[src/design/cscan_pkg.sv]
package cscan_pkg;

   localparam int BLOCK_COUNT    = 1024;
   localparam int SLOT_COUNT_DEF = 16;

   localparam int BLK_W  = 10;
   localparam int CNT_W  = 5;
   localparam int STAT_W = 2;

   // head after reset: half the disk, kept to the block field width
   localparam logic [BLK_W-1:0] HEAD_RESET = BLK_W'(BLOCK_COUNT / 2);

   localparam logic REQ_SUBMIT  = 1'b0;
   localparam logic REQ_SERVICE = 1'b1;

   localparam logic [STAT_W-1:0] STATUS_SERVED   = 2'd0;
   localparam logic [STAT_W-1:0] STATUS_EMPTY    = 2'd1;
   localparam logic [STAT_W-1:0] STATUS_ACCEPTED = 2'd2;
   localparam logic [STAT_W-1:0] STATUS_FULL     = 2'd3;

   typedef struct packed {
      logic rd_en;
      logic wr_en;
      logic valid_set;
      logic valid_clr;
   } tbl_ctl_type;

   typedef struct packed {
      logic [STAT_W-1:0] status;
      logic [BLK_W-1:0]  served_block;
      logic [CNT_W-1:0]  removed_count;
      logic [BLK_W-1:0]  head_position;
      logic [CNT_W-1:0]  pending_count;
   } rsp_type;

endpackage

[src/design/cscan_chan_if.sv]
interface cscan_req_if;
   import cscan_pkg::*;

   logic             valid;
   logic             ready;
   logic             req_type;
   logic [BLK_W-1:0] block;

   modport source (output valid, output req_type, output block, input ready);
   modport sink   (input valid, input req_type, input block, output ready);
endinterface

interface cscan_rsp_if;
   import cscan_pkg::*;

   logic              valid;
   logic              ready;
   logic [STAT_W-1:0] status;
   logic [BLK_W-1:0]  served_block;
   logic [CNT_W-1:0]  removed_count;
   logic [BLK_W-1:0]  head_position;
   logic [CNT_W-1:0]  pending_count;

   modport source (output valid, output status, output served_block, output removed_count,
                   output head_position, output pending_count, input ready);
   modport sink   (input valid, input status, input served_block, input removed_count,
                   input head_position, input pending_count, output ready);
endinterface

[src/design/cscan_slot_table.sv]
module cscan_slot_table #(
   parameter int SLOT_COUNT = cscan_pkg::SLOT_COUNT_DEF
) (
   input  logic                          clock,
   input  logic                          reset,
   input  cscan_pkg::tbl_ctl_type        ctl,
   input  logic [$clog2(SLOT_COUNT)-1:0] rd_addr,
   input  logic [$clog2(SLOT_COUNT)-1:0] wr_addr,
   input  logic [cscan_pkg::BLK_W-1:0]   wr_data,
   output logic [cscan_pkg::BLK_W-1:0]   rd_data,
   output logic                          rd_valid
);
   import cscan_pkg::*;

   logic [BLK_W-1:0]      mem_ff [SLOT_COUNT];
   logic [SLOT_COUNT-1:0] valid_ff;
   logic [BLK_W-1:0]      rd_data_ff;
   logic                  rd_valid_ff;

   // block numbers: plain synchronous RAM, one write and one read port
   always_ff @(posedge clock) begin
      if (ctl.wr_en) begin
         mem_ff[wr_addr] <= wr_data;
      end
      if (ctl.rd_en) begin
         rd_data_ff  <= mem_ff[rd_addr];
         rd_valid_ff <= valid_ff[rd_addr];
      end
   end

   // occupancy flags, cleared at once by reset
   always_ff @(posedge clock) begin
      if (reset) begin
         valid_ff <= '0;
      end else if (ctl.valid_set) begin
         valid_ff[wr_addr] <= 1'b1;
      end else if (ctl.valid_clr) begin
         valid_ff[wr_addr] <= 1'b0;
      end
   end

   assign rd_data  = rd_data_ff;
   assign rd_valid = rd_valid_ff;

endmodule

[src/design/cscan_sched_fsm.sv]
module cscan_sched_fsm #(
   parameter int SLOT_COUNT = cscan_pkg::SLOT_COUNT_DEF
) (
   input  logic                          clock,
   input  logic                          reset,
   input  logic                          in_valid,
   output logic                          in_ready,
   input  logic                          in_type,
   input  logic [cscan_pkg::BLK_W-1:0]   in_block,
   output logic                          res_valid,
   input  logic                          res_ready,
   output cscan_pkg::rsp_type            res_data,
   output cscan_pkg::tbl_ctl_type        tbl_ctl,
   output logic [$clog2(SLOT_COUNT)-1:0] rd_addr,
   output logic [$clog2(SLOT_COUNT)-1:0] wr_addr,
   output logic [cscan_pkg::BLK_W-1:0]   wr_data,
   input  logic [cscan_pkg::BLK_W-1:0]   rd_data,
   input  logic                          rd_valid
);
   import cscan_pkg::*;

   localparam int IDX_W = $clog2(SLOT_COUNT);
   localparam int CW    = IDX_W + 1;

   localparam logic [2:0] ST_IDLE = 3'd0;
   localparam logic [2:0] ST_SCAN = 3'd1;
   localparam logic [2:0] ST_FREE = 3'd2;
   localparam logic [2:0] ST_SUB  = 3'd3;
   localparam logic [2:0] ST_DONE = 3'd4;

   logic [2:0]        state_ff, state_in;
   logic [CW-1:0]     iss_ff, iss_in;
   logic              pend_ff, pend_in;
   logic [IDX_W-1:0]  pidx_ff, pidx_in;
   logic [BLK_W-1:0]  blk_ff, blk_in;
   logic [BLK_W-1:0]  head_ff, head_in;
   logic [CW-1:0]     occ_ff, occ_in;
   logic [BLK_W-1:0]  best_all_ff, best_all_in;
   logic              have_any_ff, have_any_in;
   logic [BLK_W-1:0]  best_abv_ff, best_abv_in;
   logic              have_abv_ff, have_abv_in;
   logic [BLK_W-1:0]  pick_ff, pick_in;
   logic [CW-1:0]     rem_ff, rem_in;
   logic [STAT_W-1:0] status_ff, status_in;

   logic issue_ok;
   logic last;
   logic hit;

   assign issue_ok = (iss_ff != CW'(SLOT_COUNT));
   assign last     = pend_ff && (pidx_ff == IDX_W'(SLOT_COUNT - 1));
   assign hit      = pend_ff && rd_valid;

   assign in_ready  = (state_ff == ST_IDLE);
   assign res_valid = (state_ff == ST_DONE);

   always_comb begin
      state_in    = state_ff;
      iss_in      = iss_ff;
      pend_in     = 1'b0;
      pidx_in     = pidx_ff;
      blk_in      = blk_ff;
      head_in     = head_ff;
      occ_in      = occ_ff;
      best_all_in = best_all_ff;
      have_any_in = have_any_ff;
      best_abv_in = best_abv_ff;
      have_abv_in = have_abv_ff;
      pick_in     = pick_ff;
      rem_in      = rem_ff;
      status_in   = status_ff;
      tbl_ctl     = '0;
      rd_addr     = iss_ff[IDX_W-1:0];
      wr_addr     = pidx_ff;
      wr_data     = blk_ff;

      // one slot read issued per cycle while a pass is running, until every slot has been issued
      if ((state_ff == ST_SCAN || state_ff == ST_FREE || state_ff == ST_SUB) && issue_ok) begin
         tbl_ctl.rd_en = 1'b1;
         iss_in        = iss_ff + 1'b1;
         pend_in       = 1'b1;
         pidx_in       = iss_ff[IDX_W-1:0];
      end

      case (state_ff)
         ST_IDLE: begin
            if (in_valid) begin
               blk_in      = in_block;
               iss_in      = '0;
               have_any_in = 1'b0;
               have_abv_in = 1'b0;
               rem_in      = '0;
               pick_in     = '0;
               state_in    = (in_type == REQ_SERVICE) ? ST_SCAN : ST_SUB;
            end
         end
         ST_SCAN: begin
            if (hit) begin
               if (!have_any_ff || rd_data < best_all_ff) begin
                  best_all_in = rd_data;
                  have_any_in = 1'b1;
               end
               if (rd_data > head_ff && (!have_abv_ff || rd_data < best_abv_ff)) begin
                  best_abv_in = rd_data;
                  have_abv_in = 1'b1;
               end
            end
            if (last) begin
               if (!have_any_in) begin
                  status_in = STATUS_EMPTY;
                  state_in  = ST_DONE;
               end else begin
                  pick_in  = have_abv_in ? best_abv_in : best_all_in;
                  iss_in   = '0;
                  pend_in  = 1'b0;
                  state_in = ST_FREE;
               end
            end
         end
         ST_FREE: begin
            if (hit && rd_data == pick_ff) begin
               tbl_ctl.valid_clr = 1'b1;
               rem_in            = rem_ff + 1'b1;
            end
            if (last) begin
               head_in   = pick_ff;
               occ_in    = occ_ff - rem_in;
               status_in = STATUS_SERVED;
               state_in  = ST_DONE;
            end
         end
         ST_SUB: begin
            if (pend_ff && !rd_valid) begin
               // lowest free slot found
               tbl_ctl.wr_en     = 1'b1;
               tbl_ctl.valid_set = 1'b1;
               occ_in            = occ_ff + 1'b1;
               status_in         = STATUS_ACCEPTED;
               state_in          = ST_DONE;
            end else if (last) begin
               status_in = STATUS_FULL;
               state_in  = ST_DONE;
            end
         end
         ST_DONE: begin
            if (res_ready) begin
               state_in = ST_IDLE;
            end
         end
         default: begin
            state_in = ST_IDLE;
         end
      endcase
   end

   always_ff @(posedge clock) begin
      if (reset) begin
         state_ff <= ST_IDLE;
         pend_ff  <= 1'b0;
         head_ff  <= HEAD_RESET;
         occ_ff   <= '0;
      end else begin
         state_ff <= state_in;
         pend_ff  <= pend_in;
         head_ff  <= head_in;
         occ_ff   <= occ_in;
      end
   end

   always_ff @(posedge clock) begin
      iss_ff      <= iss_in;
      pidx_ff     <= pidx_in;
      blk_ff      <= blk_in;
      best_all_ff <= best_all_in;
      have_any_ff <= have_any_in;
      best_abv_ff <= best_abv_in;
      have_abv_ff <= have_abv_in;
      pick_ff     <= pick_in;
      rem_ff      <= rem_in;
      status_ff   <= status_in;
   end

   assign res_data.status        = status_ff;
   assign res_data.served_block  = pick_ff;
   assign res_data.removed_count = CNT_W'(rem_ff);
   assign res_data.head_position = head_ff;
   assign res_data.pending_count = CNT_W'(occ_ff);

   a_occ_bound: assert property (@(posedge clock) disable iff (reset)
      occ_ff <= CW'(SLOT_COUNT))
      else $error("pending count above slot count");

   a_served_removes: assert property (@(posedge clock) disable iff (reset)
      (res_valid && status_ff == STATUS_SERVED) |-> (rem_ff != '0))
      else $error("served request freed no slot");

   a_head_follows: assert property (@(posedge clock) disable iff (reset)
      (res_valid && status_ff == STATUS_SERVED) |-> (head_ff == pick_ff))
      else $error("head not at served block");

   a_accept_starts: assert property (@(posedge clock) disable iff (reset)
      (in_valid && in_ready) |=> (state_ff == ST_SCAN || state_ff == ST_SUB))
      else $error("accepted request did not start a pass");

   a_submit_count: assert property (@(posedge clock) disable iff (reset)
      (state_ff == ST_SUB && pend_ff && !rd_valid) |=>
         (occ_ff == CW'($past(occ_ff) + 1'b1)))
      else $error("submit did not bump pending count");

endmodule

[src/design/cscan_disk_request_scheduler_top.sv]
// C-SCAN disk request scheduler.
// A submit stops at the lowest free slot, or after the last slot when the table is full.
// One request at a time; rate is set by the slot RAM read port, one slot per cycle:
// a service sweeps the table twice (find, then free), once if it is empty; a submit once at most.
// Synchronous active-high reset: table empty, head at half the block count.
module cscan_disk_request_scheduler_top #(
   parameter int SLOT_COUNT = cscan_pkg::SLOT_COUNT_DEF
) (
   input  logic        clock,
   input  logic        reset,
   cscan_req_if.sink   req_chan,
   cscan_rsp_if.source rsp_chan
);
   import cscan_pkg::*;

   localparam int IDX_W = $clog2(SLOT_COUNT);

   // sequencer <-> slot table
   tbl_ctl_type      tbl_ctl;
   logic [IDX_W-1:0] rd_addr;
   logic [IDX_W-1:0] wr_addr;
   logic [BLK_W-1:0] wr_data;
   logic [BLK_W-1:0] rd_data;
   logic             rd_valid;

   // sequencer -> response register
   logic    res_valid;
   logic    res_ready;
   rsp_type res_data;

   // response register: lets the sequencer go back to idle and take the next
   // request while the previous response still waits downstream
   logic    out_vld_ff;
   rsp_type out_data_ff;

   cscan_sched_fsm #(
      .SLOT_COUNT(SLOT_COUNT)
   ) u_fsm (
      .clock     (clock),
      .reset     (reset),
      .in_valid  (req_chan.valid),
      .in_ready  (req_chan.ready),
      .in_type   (req_chan.req_type),
      .in_block  (req_chan.block),
      .res_valid (res_valid),
      .res_ready (res_ready),
      .res_data  (res_data),
      .tbl_ctl   (tbl_ctl),
      .rd_addr   (rd_addr),
      .wr_addr   (wr_addr),
      .wr_data   (wr_data),
      .rd_data   (rd_data),
      .rd_valid  (rd_valid)
   );

   cscan_slot_table #(
      .SLOT_COUNT(SLOT_COUNT)
   ) u_table (
      .clock    (clock),
      .reset    (reset),
      .ctl      (tbl_ctl),
      .rd_addr  (rd_addr),
      .wr_addr  (wr_addr),
      .wr_data  (wr_data),
      .rd_data  (rd_data),
      .rd_valid (rd_valid)
   );

   // register is free when empty or being drained this cycle
   assign res_ready = !out_vld_ff || rsp_chan.ready;

   always_ff @(posedge clock) begin
      if (reset) begin
         out_vld_ff <= 1'b0;
      end else if (res_valid && res_ready) begin
         out_vld_ff <= 1'b1;
      end else if (rsp_chan.ready) begin
         out_vld_ff <= 1'b0;
      end
   end

   always_ff @(posedge clock) begin
      if (res_valid && res_ready) begin
         out_data_ff <= res_data;
      end
   end

   assign rsp_chan.valid         = out_vld_ff;
   assign rsp_chan.status        = out_data_ff.status;
   assign rsp_chan.served_block  = out_data_ff.served_block;
   assign rsp_chan.removed_count = out_data_ff.removed_count;
   assign rsp_chan.head_position = out_data_ff.head_position;
   assign rsp_chan.pending_count = out_data_ff.pending_count;

endmodule
[src/flat_wrapper.sv]
// flat-port wrapper written by rule: the top's interface ports become plain ports
module cscan_disk_request_scheduler_top_flat import cscan_pkg::*;
#(
   parameter int SLOT_COUNT = cscan_pkg::SLOT_COUNT_DEF
)
  (clock, reset, req_chan_valid, req_chan_req_type, req_chan_block, req_chan_ready, rsp_chan_valid, rsp_chan_status, rsp_chan_served_block, rsp_chan_removed_count, rsp_chan_head_position, rsp_chan_pending_count, rsp_chan_ready);
  cscan_req_if req_chan_i ();
  cscan_rsp_if rsp_chan_i ();
  input  logic clock;
  input  logic reset;
  input wire logic [$bits(req_chan_i.valid)-1:0] req_chan_valid;
  input wire logic [$bits(req_chan_i.req_type)-1:0] req_chan_req_type;
  input wire logic [$bits(req_chan_i.block)-1:0] req_chan_block;
  output wire logic [$bits(req_chan_i.ready)-1:0] req_chan_ready;
  output wire logic [$bits(rsp_chan_i.valid)-1:0] rsp_chan_valid;
  output wire logic [$bits(rsp_chan_i.status)-1:0] rsp_chan_status;
  output wire logic [$bits(rsp_chan_i.served_block)-1:0] rsp_chan_served_block;
  output wire logic [$bits(rsp_chan_i.removed_count)-1:0] rsp_chan_removed_count;
  output wire logic [$bits(rsp_chan_i.head_position)-1:0] rsp_chan_head_position;
  output wire logic [$bits(rsp_chan_i.pending_count)-1:0] rsp_chan_pending_count;
  input wire logic [$bits(rsp_chan_i.ready)-1:0] rsp_chan_ready;
  assign req_chan_i.valid = req_chan_valid;
  assign req_chan_i.req_type = req_chan_req_type;
  assign req_chan_i.block = req_chan_block;
  assign req_chan_ready = req_chan_i.ready;
  assign rsp_chan_valid = rsp_chan_i.valid;
  assign rsp_chan_status = rsp_chan_i.status;
  assign rsp_chan_served_block = rsp_chan_i.served_block;
  assign rsp_chan_removed_count = rsp_chan_i.removed_count;
  assign rsp_chan_head_position = rsp_chan_i.head_position;
  assign rsp_chan_pending_count = rsp_chan_i.pending_count;
  assign rsp_chan_i.ready = rsp_chan_ready;
  cscan_disk_request_scheduler_top #(.SLOT_COUNT(SLOT_COUNT)) u_core (.clock(clock), .reset(reset), .req_chan(req_chan_i), .rsp_chan(rsp_chan_i));
endmodule
[config.mk]
export PLATFORM = sky130hd
export DESIGN_NAME = cscan_disk_request_scheduler_top_flat
export DESIGN_NICKNAME = d
export VERILOG_FILES = /design/src/design/cscan_pkg.sv /design/src/design/cscan_chan_if.sv /design/src/design/cscan_slot_table.sv /design/src/design/cscan_sched_fsm.sv /design/src/design/cscan_disk_request_scheduler_top.sv /design/src/flat_wrapper.sv
export SDC_FILE = /design/constraint.sdc
export NUM_CORES = 1
export LEC_CHECK = 0
export ABC_AREA = 1
export BUFFER_PORTS_ARGS = -buffer_cell sky130_fd_sc_hd__buf_4
export CAP_MARGIN = 10
export CELL_PAD_IN_SITES_DETAIL_PLACEMENT = 2
export CELL_PAD_IN_SITES_GLOBAL_PLACEMENT = 2
export CORE_ASPECT_RATIO = 0.7
export CORE_MARGIN = 3
export CORE_UTILIZATION = 25
export CTS_BUF_LIST = sky130_fd_sc_hd__clkbuf_16
export CTS_CLUSTER_SIZE = 12
export DETAILED_ROUTE_END_ITERATION = 10
export PLACE_DENSITY = 0.62
export SKIP_LAST_GASP = 1
export SLEW_MARGIN = 20
export SYNTH_ARGS = -nofsm -noshare
export SYNTH_HDL_FRONTEND = slang
export SYNTH_SLANG_ARGS = --single-unit
[constraint.sdc]
create_clock -name clock -period 3.1 [get_ports clock]
set_clock_uncertainty 0.2 [all_clocks]
set_input_delay 0.31 -clock clock [delete_from_list [all_inputs] [get_ports clock]]
set_output_delay 0.31 -clock clock [all_outputs]
set_load 0.01 [all_outputs]
==> results of run 1 <==
layer usage:
| metal | global-route usage, % | up-vias | wire, um |
|---|---|---|---|
| li1 | - | 4360 | - |
| met1 | 23.1 | 4819 | 21600 |
| met2 | 23.8 | 162 | 18800 |
| met3 | 2.06 | 52 | 1670 |
| met4 | 2.64 | 0 | 649 |
| met5 | 0 | - | 0 |
cell usage after synthesis, drive strengths merged (8+ instances only):
cell | number | area, um2
a21oi | 68 | 344
a221oi | 14 | 123
and2 | 11 | 68.8
clkbuf | 37 | 140
dfxtp | 41 | 821
edfxtp | 256 | 7690
ha | 36 | 450
inv | 135 | 507
nand2 | 181 | 702
nand3 | 49 | 250
nand4 | 16 | 100
nor2 | 131 | 531
nor3 | 12 | 86.3
o21ai | 103 | 519
o221ai | 8 | 70.1
o22ai | 15 | 93.8
cell families (layout without fill, tap and decap cells):
kind of cell / count (synthesis) / count (layout) / share of synthesized area (%)
AOI/OAI and AO/OA: 229 / 229 / 10.4
xor gates and xnor gates: 5 / 5 / 0.342
adders and majority gates: 37 / 37 / 3.68
buffers and inverters: 178 / 368 / 5.31
DFF: 297 / 297 / 66.5
and+or+nand+nor: 404 / 404 / 13.8
how the worst max path moves through the flow:
| stage | start | endpoint | slack, ps | depth (start not counted) |
|---|---|---|---|---|
| 2_1_floorplan | u_core.u_table.rd_data[9] | u_core.u_fsm.occ_ff[4] | 160 | 20 |
| 3_3_place_gp | u_core.u_table.rd_data[4] | u_core.u_fsm.occ_ff[4] | 30 | 20 |
| 3_5_place_dp | u_core.u_fsm.pick_ff[5] | u_core.u_fsm.occ_ff[4] | -90 | 22 |
| 4_1_cts | u_core.u_table.rd_data[4] | u_core.u_fsm.occ_ff[4] | -5 | 21 |
| 5_1_grt | u_core.u_fsm.pick_ff[6] | u_core.u_fsm.occ_ff[4] | -210 | 21 |
| 6_report | u_core.u_fsm.pick_ff[0] | u_core.u_fsm.occ_ff[4] | 4 | 22 |
cell type report:
class                   instances  area [um2]
clock buffers                  31         776
multi-input cells             675        3830
flip-flops and latches        297        8510
clock inverters                24         141
fillers                      5358       33900
inverters                     136         513
repair buffers                177        1420
well taps                     665         832
what timing repair did:
| item | 4_1_cts | 5_1_grt |
|---|---|---|
| setup buffers | 6 | 15 |
| hold buffers | 15 | 0 |
| endpoints found under the setup margin | 1 | 23 |
| resized for setup | 10 | 57 |
| endpoints found under the hold margin | 32 | 0 |
| cloned | 0 | 1 |
| pin swaps | 3 | 25 |
registers in the layout, summed over array words and instances, names as in the netlist, 10 cells and up, named ones only:
name	cells
u_core.u_table.rd_data	10
u_core.rsp_chan.served_block	10
u_core.u_fsm.pick_ff	10
u_core.u_table.mem_ff	160
u_core.u_fsm.head_ff	10
u_core.u_fsm.wr_data	10
u_core.rsp_chan.head_position	10
u_core.u_fsm.best_abv_ff	10
u_core.u_fsm.best_all_ff	10
per-stage QoR:
stage,util (%),TNS (ps)
detailed placement,29.1,-93.8
finish,32.1,0
global placement,29.1,0
CTS,31.4,-4.60
global route,32.1,-572
floorplan,-,0
critical path, cell delays in order, from the launching register on:
cell                       delay (ps)
sky130_fd_sc_hd__edfxtp_1         420
sky130_fd_sc_hd__nand2_2          110
sky130_fd_sc_hd__nand2_2           50
sky130_fd_sc_hd__nor2_2           150
sky130_fd_sc_hd__nand2_4          110
sky130_fd_sc_hd__nor2_8           150
sky130_fd_sc_hd__nand2_4           90
sky130_fd_sc_hd__xor2_1           170
sky130_fd_sc_hd__inv_2             90
sky130_fd_sc_hd__ha_1             220
sky130_fd_sc_hd__inv_2             70
sky130_fd_sc_hd__nor2_4           140
sky130_fd_sc_hd__nor3_4            60
sky130_fd_sc_hd__ha_4             170
sky130_fd_sc_hd__inv_1            110
sky130_fd_sc_hd__o21bai_4          70
sky130_fd_sc_hd__a31oi_4          190
sky130_fd_sc_hd__buf_6            130
sky130_fd_sc_hd__nand2_4           40
sky130_fd_sc_hd__nand3_1           80
sky130_fd_sc_hd__nand2_1           60
sky130_fd_sc_hd__inv_1             60
sky130_fd_sc_hd__nor2_1            40
report_power, final:
group / leakage, nW / internal, mW / total (mW) / switching [mW]
Combinational: 2.85 / 1.98 / 5.65 / 3.67
Clock: 0.490 / 1.89 / 3.49 / 1.60
Sequential: 2.67 / 5.30 / 5.84 / 0.543
==> implementation parameters, run 1 <==
Parameter                              Value

Worst setup path
  Nature of the critical path startpoint    flop
  Worst Reg-to-Reg Cells    22
  WP data required    3370 ps
  Reg-to-reg critical path endpoint    u_core.u_fsm.occ_ff[4]
  Path type of the worst setup path    flop to flop
  Critical Path Sink Type    flop
  Minimum setup slack among reg-to-reg paths    4 ps
  Worst reg2reg startpoint    u_core.u_fsm.pick_ff[0]
  Worst path arrival time    3370 ps
  Maximum fanout count along the critical path    4

Worst hold path
  End point of the worst hold path    u_core.u_fsm.wr_data[1]
  Hold WC Path Type    input port to flop
  Cell depth of the worst hold path    4
  Critical hold path startpoint    req_chan_valid

Layout
  Post-route cell area    16,000 um2
  Leading cell type in the layout, fill and taps excluded    sky130_fd_sc_hd__edfxtp_1
  Layout cell share with drive strength beyond 1    20.7%
  Post-synthesis to final-layout area growth    25.2%
  Top library cells by usage in the layout, fill and taps aside    256 x sky130_fd_sc_hd__edfxtp_1, 162 x sky130_fd_sc_hd__nand2_1, 154 x sky130_fd_sc_hd__buf_4
  ANT cells    0
  Post-route insts no fill    2,005
  Net count reported at finish    1,370

Logic synthesis
  Sequential element share of the synthesized area    66.5%
  Cell count after synthesis    1,150
  Warnings from Yosys    0
  Number of distinct standard cells referenced by the synthesized netlist    50
  Number of synthesized flops with an enable pin    256
  Cell area after synthesis    12,800 um2
  Number of flip-flops and latches in the synthesized netlist    297
  Syn Nets    1,202
  Average footprint of a synthesized cell    11.1 um2
  Fraction of registers with async set/reset    0%
  Post-synth top flop    sky130_fd_sc_hd__edfxtp_1

Pwr
  Total power density per cell area    935 nW/um2
  Leak pwr    6.01 nW
  Peak ir drop on the vdd network    0.000458 V
  Total power of the final layout    15.0 mW

Place
  Post-Place Cells    1,914
  Routability cong.    0.765
  Setup Slack @ Placement    -93.8 ps
  Count of buffers from port buffering    48
  Area after DPL    14,500 um2
  Final HPWL from detailed placement    28,800 um

Clocking
  TritonCTS clock tree    yes
  Clock transition at the register clock pins on the worst setup and hold paths after CTS    60 ps
  TritonCTS Sinks    297
  Maximum count of clock buffers along a single path    3
  Clock tree root buffer cell    sky130_fd_sc_hd__clkbuf_16
  H-tree depth    1
  Total clock buffers created by CTS    31
  Clk Latency, worst-skew pair    610 ps

STA
  Smallest hold slack    94.0 ps
  Final critical-path setup slack    3.91 ps
  Final cycle utilization of the critical path    99.9%
  Relative slew slack    52.3%
  Min Tclk post-route    3100 ps
  RSZ-0062 raised after global routing    yes
  Max-slew violation count    0
  Setup Viol. Count Final    0
  Final Hold Violating Endpoints    0
  Worst-margin pin slew    716 ps
  Peak Freq    0.323 GHz

Detailed routing
  Wirelength, routed    42,700 um
  Number of nets with antenna violations after routing    0
  DRT Pass-1 Iters    5
  Detail-routed via count per cell    4.68
  Starting DRT DRC Count    656
  Via total after detailed routing    9,393
  Total DRC errors in the routed layout    0
  Post-detailed-route wirelength per cell    21.3 um

Global routing
  Congestion Overflow GR    0
  Aggregate global-route resource usage    15.4%
  Global-route wire length before repair    63,500 um
  Pin count of the biggest net entering global routing    46
  Number of global-route vias before repair    9,966
  Number of antenna violations at the first check in global routing    1

Floorplanning
  IO Count    49
  Die Y-Extent    195 um
  Total Die Area    54,000 um2
  Core area    49,900 um2
  Starting density of the core    25.6%
  Std cell rows    68
  Die X-Extent    276 um

Status
  Status    complete, no violations

Job
  Number of maximum-capacitance constraint violations    0
Note: power is estimated with default switching activity, not from simulation.
==> run 2: changes to the inputs <==
Settings changed: BUFFER_PORTS_ARGS -buffer_cell sky130_fd_sc_hd__buf_4 to -buffer_cell sky130_fd_sc_hd__buf_2, CTS_BUF_LIST sky130_fd_sc_hd__clkbuf_16 to not set.
==> run 2 against run 1 <==
Global-route usage down 0.13 points. Critical path depth down 4. Design area down 1.8%. Flip-flop and latch count unchanged. First-iteration DRC count down 23%. Cell count down 0.70%. Routed wire length down 1.6%. Register-to-register slack better by 20 ps. Count of clock-buffer cells in the layout up 19. Combinational power down 2%. Sequential power about the same. Power up 0.10%. Critical path type unchanged. Largest power group unchanged. Highest routed layer unchanged.
==> implementation parameters, run 2 (synthesis results as in run 1) <==
Parameter                              Value

Status
  Status    complete, no violations

Layout
  Net count reported at finish    1,353
  Top library cells by usage in the layout, fill and taps aside    256 x sky130_fd_sc_hd__edfxtp_1, 165 x sky130_fd_sc_hd__nand2_1, 122 x sky130_fd_sc_hd__nor2_1
  ANT cells    0
  Register with the most flip-flops    u_core.u_table.mem_ff
  Layout cell share with drive strength beyond 1    19.0%
  Final Core Density    31.5%
  Post-route insts no fill    1,991
  Max reg flops    160
  Post-synthesis to final-layout area growth    23.0%
  Leading cell type in the layout, fill and taps excluded    sky130_fd_sc_hd__edfxtp_1
  FILL cells    5,346

Global routing
  Congestion Overflow GR    0
  Global-route wire length before repair    63,100 um
  Aggregate global-route resource usage    15.2%
  Number of antenna violations at the first check in global routing    1
  Number of global-route vias before repair    9,977
  Pin count of the biggest net entering global routing    92

STA
  Min Tclk post-route    3070 ps
  Relative slew slack    51.4%
  Final cycle utilization of the critical path    99.2%
  Setup Viol. Count Final    0
  Final Hold Violating Endpoints    0
  Max-slew violation count    0
  Peak Freq    0.325 GHz
  Smallest hold slack    24.2 ps
  Worst-margin pin slew    729 ps
  RSZ-0062 raised after global routing    yes
  Final TNS setup    0 ps

Detailed routing
  Number of nets with antenna violations after routing    0
  DRT Pass-1 Iters    4
  Total DRC errors in the routed layout    0
  Detail-routed via count per cell    4.64
  Wirelength, routed    42,000 um
  Via total after detailed routing    9,244
  Post-detailed-route wirelength per cell    21.1 um
  Starting DRT DRC Count    506

Clocking
  Clock transition at the register clock pins on the worst setup and hold paths after CTS    60 ps
  Clk Latency, worst-skew pair    590 ps
  Total clock buffers created by CTS    31
  TritonCTS Sinks    297
  H-tree depth    1
  Maximum count of clock buffers along a single path    3
  TritonCTS clock tree    yes
  Clock tree root buffer cell    sky130_fd_sc_hd__clkbuf_16

Worst setup path
  Nature of the critical path startpoint    flop
  Cell breakdown of the critical path    nand2_1 -> nand2_2 -> nor2_4 -> nand2_4 -> nor2_8 -> nand2_4 -> xor2_2 -> inv_2 -> ha_2 -> inv_2 -> nor2_4 -> nor3_4 -> ha_4 -> buf_4 -> nand3_1 -> nand3_1 -> xor2_1 -> a21oi_1
  Delay of the slowest cell on the worst path    450 ps
  Sum of buffers and inverters on the critical path    3
  Cell family contributing the most delay on the critical path    simple AND/OR/NAND/NOR gates
  Worst path arrival time    3350 ps
  Slowest cell on crit path    sky130_fd_sc_hd__edfxtp_1
  Path type of the worst setup path    flop to flop
  WP data required    3370 ps
  Critical Path Sink Type    flop
  Maximum fanout count along the critical path    4

Floorplanning
  IO Count    49
  Die X-Extent    276 um
  Std cell rows    68
  Die Y-Extent    195 um
  Starting density of the core    25.6%
  Total Die Area    54,000 um2
  Core area    49,900 um2

Pwr
  Total power density per cell area    953 nW/um2
  Peak ir drop on the vdd network    0.000458 V
  Leak pwr    5.86 nW

Job
  Number of maximum-capacitance constraint violations    0

Place
  Post-Place Cells    1,907
  Count of buffers from port buffering    48
  Final HPWL from detailed placement    28,900 um
  Routability cong.    0.757

Worst hold path
  Hold WC Path Type    input port to flop
-- run 2: changes by cell type in the layout (fill, tap and decap cells not counted), sizes merged --
| cell | delta |
|---|---|
| clkinv | -4 |
| dlygate4sd3 | -2 |
| inv | -11 |
| buf | -15 |
| clkbuf | +19 |
| clkinvlp | -1 |
-- run 2: stage by stage --
stage / power [mW] / area [um2] / setup WS (ps)
final: 15.0 / 15700 / 26.2
after CTS: 14.8 / 15500 / -8.80
after global placement: 10.8 / 14400 / 29.9
after global routing: 15.9 / 15700 / -167
after floorplan: 8.41 / 12800 / 164
after detailed placement: 11.1 / 14400 / -130
-- run 2: repair_timing --
item / in CTS / in global routing
gates resized for setup: 4 / 41
pin swaps: 0 / 22
hold buffers: 13 / 0
buffers inserted: 4 / 10
endpoints found under the hold margin: 14 / 0
endpoints found under the setup margin: 2 / 23
-- run 2: per-layer routing --
metal	global-route usage, %	routed length [um]	vias to the layer above
met5	0	0	-
met4	2.52	578	0
met3	1.86	1190	38
met2	24.1	18800	110
met1	22.7	21500	4774
li1	-	-	4322
-- run 2: area by class of cell --
class	count	area (um2)	area share [%]
timing repair buffer	160	1170	7.41
clock inverter	8	82.6	0.525
clock buffer	50	878	5.58
sequential	297	8510	54.1
inverter	136	510	3.24
multi-input combinational	675	3760	23.9
tap	665	832	5.29
-- run 2: worst paths after layout --
check | start | end | slack (ps) | cells after the start
min | req_chan_valid | u_core.u_fsm.state_ff[1] | 20 | 3
min reg2reg | u_core.u_fsm.status_ff[0] | u_core.rsp_chan.status[0] | 220 | 0
max | u_core.u_table.rd_data[6] | u_core.u_fsm.occ_ff[3] | 30 | 18
max reg2reg | u_core.u_table.rd_data[6] | u_core.u_fsm.occ_ff[3] | 30 | 18
-- run 2: tightest hold or removal path, cell delays in order --
cell and delay, ps:
sky130_fd_sc_hd__buf_2 110, sky130_fd_sc_hd__o21ai_1 250, sky130_fd_sc_hd__nor4_1 90
-- run 2: report_power, final --
group          switching (mW)  leakage, nW  internal (mW)
registers               0.537         2.67           5.30
logic                    3.68         2.72           1.85
clock network            1.60        0.467           2.03
